File: config.mk
export PLATFORM = sky130hd
export DESIGN_NAME = gcai_sqrt
export DESIGN_NICKNAME = d
export VERILOG_FILES = /design/src/sv/gcai_pkg.sv /design/src/sv/gcai_sqrt.sv
export SDC_FILE = /design/constraint.sdc
export NUM_CORES = 2
export LEC_CHECK = 0
export BUFFER_PORTS_ARGS = -buffer_cell sky130_fd_sc_hd__buf_2
export CELL_PAD_IN_SITES_DETAIL_PLACEMENT = 1
export CELL_PAD_IN_SITES_GLOBAL_PLACEMENT = 2
export CORE_MARGIN = 2
export CORE_UTILIZATION = 35
export CTS_CLUSTER_DIAMETER = 150
export DETAILED_ROUTE_END_ITERATION = 10
export PLACE_DENSITY_LB_ADDON = 0.25
export SLEW_MARGIN = 20
export SYNTH_ARGS = -nofsm -noshare
export SYNTH_HDL_FRONTEND = slang
export SYNTH_SLANG_ARGS = --single-unit
File: constraint.sdc
create_clock -name clk_i -period 11.19 [get_ports clk_i]
set_clock_uncertainty 0.05 [all_clocks]
set_input_delay 1.119 -clock clk_i [delete_from_list [all_inputs] [get_ports clk_i]]
set_output_delay 1.119 -clock clk_i [all_outputs]
set_load 0.05 [all_outputs]
File: src/sv/gcai_pkg.sv
`default_nettype none

package gcai_pkg;

  localparam int CW = 32;
  localparam int XW = 65;
  localparam int DW = 98;
  localparam int TW = 131;
  localparam int NW = 31;
  localparam int SW = 64;
  localparam int RW = 32;

  localparam int NX1 [3] = '{1, 2, 0};
  localparam int NX2 [3] = '{2, 0, 1};

  typedef logic [2:0][CW-1:0] vec3_t;

  typedef struct packed {
    logic               ok;
    logic               sneg;
    logic [2:0]         tneg;
    logic [2:0][TW-1:0] tmag;
  } tvec_t;

  typedef struct packed {
    logic               ok;
    logic [2:0]         neg;
    logic [2:0][NW-1:0] t;
    logic [SW-1:0]      s;
  } nvec_t;

  typedef struct packed {
    logic               ok;
    logic [2:0]         neg;
    logic [2:0][NW-1:0] t;
    logic [RW-1:0]      r;
  } rvec_t;

endpackage

`default_nettype wire

File: src/sv/gcai_sqrt.sv
`default_nettype none

module gcai_sqrt (
  input  logic            clk_i,
  input  logic            rst_ni,
  input  logic            valid_i,
  input  gcai_pkg::nvec_t data_i,
  output logic            valid_o,
  output gcai_pkg::rvec_t data_o
);
  import gcai_pkg::*;

  localparam int PER = 4;
  localparam int NST = RW / PER;

  typedef struct packed {
    logic               ok;
    logic [2:0]         neg;
    logic [2:0][NW-1:0] t;
    logic [SW-1:0]      s;
    logic [RW+2:0]      rem;
    logic [RW-1:0]      root;
  } sq_t;

  logic [NST-1:0] vld_q;
  sq_t st_q [NST];

  always_ff @(posedge clk_i or negedge rst_ni) begin
    if (!rst_ni) begin
      vld_q <= '0;
    end else begin
      vld_q <= {vld_q[NST-2:0], valid_i};
    end
  end

  for (genvar s = 0; s < NST; s++) begin : g_st
    sq_t vin, vout;
    logic [RW+2:0] sh;
    logic [RW+2:0] trial;
    if (s == 0) begin : g_first
      always_comb begin
        vin      = '0;
        vin.ok   = data_i.ok;
        vin.neg  = data_i.neg;
        vin.t    = data_i.t;
        vin.s    = data_i.s;
      end
    end else begin : g_next
      assign vin = st_q[s-1];
    end
    always_comb begin
      vout  = vin;
      sh    = '0;
      trial = '0;
      for (int j = 0; j < PER; j++) begin
        sh    = {vout.rem[RW:0], vout.s[SW-1 -: 2]};
        trial = {1'b0, vout.root, 2'b01};
        vout.s = vout.s << 2;
        if (sh >= trial) begin
          vout.rem  = sh - trial;
          vout.root = {vout.root[RW-2:0], 1'b1};
        end else begin
          vout.rem  = sh;
          vout.root = {vout.root[RW-2:0], 1'b0};
        end
      end
    end
    always_ff @(posedge clk_i) begin
      st_q[s] <= vout;
    end
  end

  assign valid_o    = vld_q[NST-1];
  assign data_o.ok  = st_q[NST-1].ok;
  assign data_o.neg = st_q[NST-1].neg;
  assign data_o.t   = st_q[NST-1].t;
  assign data_o.r   = st_q[NST-1].root;

endmodule

`default_nettype wire

==> run_results.csv <==
group,metric,value,unit
global_route,grt_remaining_overflow,0,
setup_path,cp_common_cell,"buf_4",
timing,relSlewSlack,25.6,%
timing,setup_ws,0.174,ns
finish,nNetsFinal,10900,
logic_synthesis,yosysWarnings,0,
floorplanning,die_area,0.214,sq mm
logic_synthesis,yosys.cell_count.top_type,"dfxtp_1",
timing,drv_slew,0,
finish,final_cells,13100,
setup_path,slowest_stage,"a2111oi_1",
timing,tns,0,ns
setup_path,timing.rr.end,"st_q[1][497]$_DFF_P_",
logic_synthesis,syn-cell-area,0.0737,sq mm
timing,period_minus_slack,11.02,ns
logic_synthesis,syn_inst,8482,
worst_hold_path,hp-start,"st_q[1][644]$_DFF_P_",
setup_path,reg2reg_from,"st_q[1][242]$_DFF_P_",
floorplanning,ioPinCount,294,
place,dp.cells,12700,
power,leakage,44.1,nW
place,port-buffer-count,293,
timing,max_freq,0.0908,GHz
setup_path,required,11.83,ns
setup_path,path_max_fanout,7,
floorplanning,rows,168,
setup_path,crit_type,"flip-flop to flip-flop",
detailed_routing,ant_nets,0,
logic_synthesis,synth_edf_count,0,
setup_path,path_buf_inv,12,
setup_path,path_delay_family,"compound AO/OA/AOI/OAI gates",
detailed_routing,via_per_inst,5.30,
global_route,grt_start_max_net_pins,39,
worst_hold_path,hold_path_end,"st_q[1][864]$_DFF_P_",
setup_path,critPathMaxStageDelay,0.52,ns
logic_synthesis,synth_area_per_cell,8.69,sq um
clock_tree,clock-sinks,1383,
detailed_routing,routed.top_layer,"met5",
timing,grt_setup_unrepaired,"yes",
finish,fillers,24600,
global_route,antenna_found_initial,29,
place,post-place-ws,-0.735,ns
finish,final_layout_size_suffix_gt1_share,25.0,%
clock_tree,insertion_delay,0.85,ns
floorplanning,fp.dieH,463,microns
detailed_routing,drt_iter0_drc,3470,
place,place_area,0.0885,sq mm
place,place_congestion,0.919,
setup_path,start_kind,"flip-flop",
logic_synthesis,synth_cell_types,117,
status,status,"complete, no violations",
detailed_routing,drt_wl_total,285,mm
detailed_routing,wl_met1,129,mm
power,power.total,21.4,mW
logic_synthesis,synth_top_cells_by_area,"dfxtp_1, ha_1, xnor2_1",
logic_synthesis,async_reset_ff_share,0.578,%
clock_tree,cts_inserted_buffers,147,
setup_path,endpoint_kind,"flip-flop",
timing,worstMarginPinSlew,1.09,ns
finish,fin_area,0.0961,sq mm
setup_path,cp.arrival,11.66,ns
setup_path,ff2ff_setup_slack,0.17,ns
timing,fin_crit_sh,98.4,%
logic_synthesis,synth_area_leader_cell,"dfxtp_1",
detailed_routing,route.detailed.drc,0,
logic_synthesis,synth_top_area_share,37.3,%
finish,multi_input_area,0.0451,sq mm
global_route,grt_pass1_wl,431,mm
timing,setup_violations,0,
power,peakVddDrop,0.000166,V
logic_synthesis,synth-seq-cells,1383,
setup_path,crit_start,"st_q[1][242]$_DFF_P_",
finish,syn_to_final_growth,30.4,%
floorplanning,core-area,0.210,sq mm
clock_tree,h-tree-depth,4,
clock_tree,root_buffer,"clkbuf_16",
logic_synthesis,synth_ff_type,"dfxtp_1",
place,hpwl,233,mm
floorplanning,die_w,463,microns
detailed_routing,wl_per_cell,21.8,microns
clock_tree,clkSlewWorstSetupHoldPaths,0.06,ns
logic_synthesis,ys_top_cells_by_count,"dfxtp_1, nand2_1, a21oi_1",
clock_tree,cts_tree,"done",
global_route,grt_pass1_vias,71800,
worst_hold_path,holdPathStages,0,
job,cap_violations,0,
floorplanning,initial_core_util,35.2,%
global_route,track_usage,25.6,%
detailed_routing,vias,69400,
worst_hold_path,hold_class,"flip-flop to flip-flop",
detailed_routing,route.met2.wl,141,mm
finish,ff_latch_area,0.0278,sq mm
power,pwr_density_cell,222,mW/mm^2
detailed_routing,firstDrtPassIters,5,
detailed_routing,met3_length,8.71,mm
clock_tree,clockBufferDepth,3,
timing,finalHoldViolCount,0,
logic_synthesis,synth_seq_area_share,37.6,%
setup_path,reg2regPathDepth,51,
where the power goes:
part           total (mW)  leakage, nW  switching [mW]  internal, mW
sequential           5.93         11.6           0.452          5.47
clock                5.20         2.56            2.18          3.01
combinational        10.3         29.9            5.93          4.33
total                21.4         44.1            8.56          12.8
through the flow:
stage	utilization, %	hold slack (ns)
2_1_floorplan	-	0.260
3_3_place_gp	42.2	0.259
3_5_place_dp	42.2	0.263
4_1_cts	44.9	0.218
5_1_grt	45.9	0.253
6_report	45.9	0.253
logic make-up after synthesis:
group | share of synthesized area (%)
simple gates | 18.9
compound gates | 20.2
flops | 37.6
xor+xnor | 8.71
buf+inv | 3.31
fa+ha+maj | 9.50
mux | 1.72
other cells | 0.00509
how the worst max path moves through the flow:
stage                      endpoint  slack, ns  cells after the start
6_report       st_q[1][497]$_DFF_P_       0.17                     51
4_1_cts        st_q[1][473]$_DFF_P_       0.01                     56
2_1_floorplan   st_q[1][47]$_DFF_P_      -0.01                     61
5_1_grt        st_q[1][496]$_DFF_P_      -0.30                     57
3_3_place_gp   st_q[1][473]$_DFF_P_      -0.43                     54
3_5_place_dp   st_q[1][472]$_DFF_P_      -0.73                     53
flip-flops by register name, indices dropped and copies added (netlist names):
name	count
vld_q	8
st_q	1375
per-layer routing:
metal	GRT usage, %	vias up
met1	33.1	34000
met3	2.59	334
li1	-	33900
met4	6.41	2
met5	0	-
met2	45.3	1118
repair_timing:
action                                  in CTS  in global routing
pin swaps                                   18                126
endpoints found under the setup margin     103                202
resized for setup                           44                377
gates cloned                                 0                 11
hold endpoints to repair                     8                  0
hold buffers                                 1                  0
setup buffers                                9                 58
cell type report:
type	instances	share of cell area, %
Clock buffer	196	4.30
Timing Repair inverter	2	0.0130
Timing Repair Buffer	1765	13.5
Inverter	377	1.53
Clock inverter	76	1.23
Antenna cell	11	0.0286
Tap cell	2805	3.65
Multi-Input combinational cell	6486	46.9
Sequential cell	1383	28.9
layout by cell type, fill, tap and decap left out, types with 58 or more instances in the layout:
cell type  instances
nand4_1          139
nor2b_1           83
mux2_2            84
o21ai_0          421
inv_1            339
a21oi_2           58
o21bai_1          84
ha_1             523
or3_1             87
buf_2            294
clkbuf_16        153
nand2_1          697
nor3_1           208
o31ai_1           64
nand2b_1          89
dfxtp_1         1346
nor2_1           645
a21oi_1          638
a21o_1           279
xnor2_1          463
buf_4           1427
a211oi_1          62
nor4_1            74
o21a_1            89
a31oi_1           77
and3_1            85
xor2_1           262
o211ai_1          73
nand3_1          204
and2_1            59
Note: power is estimated with default switching activity, not from simulation.
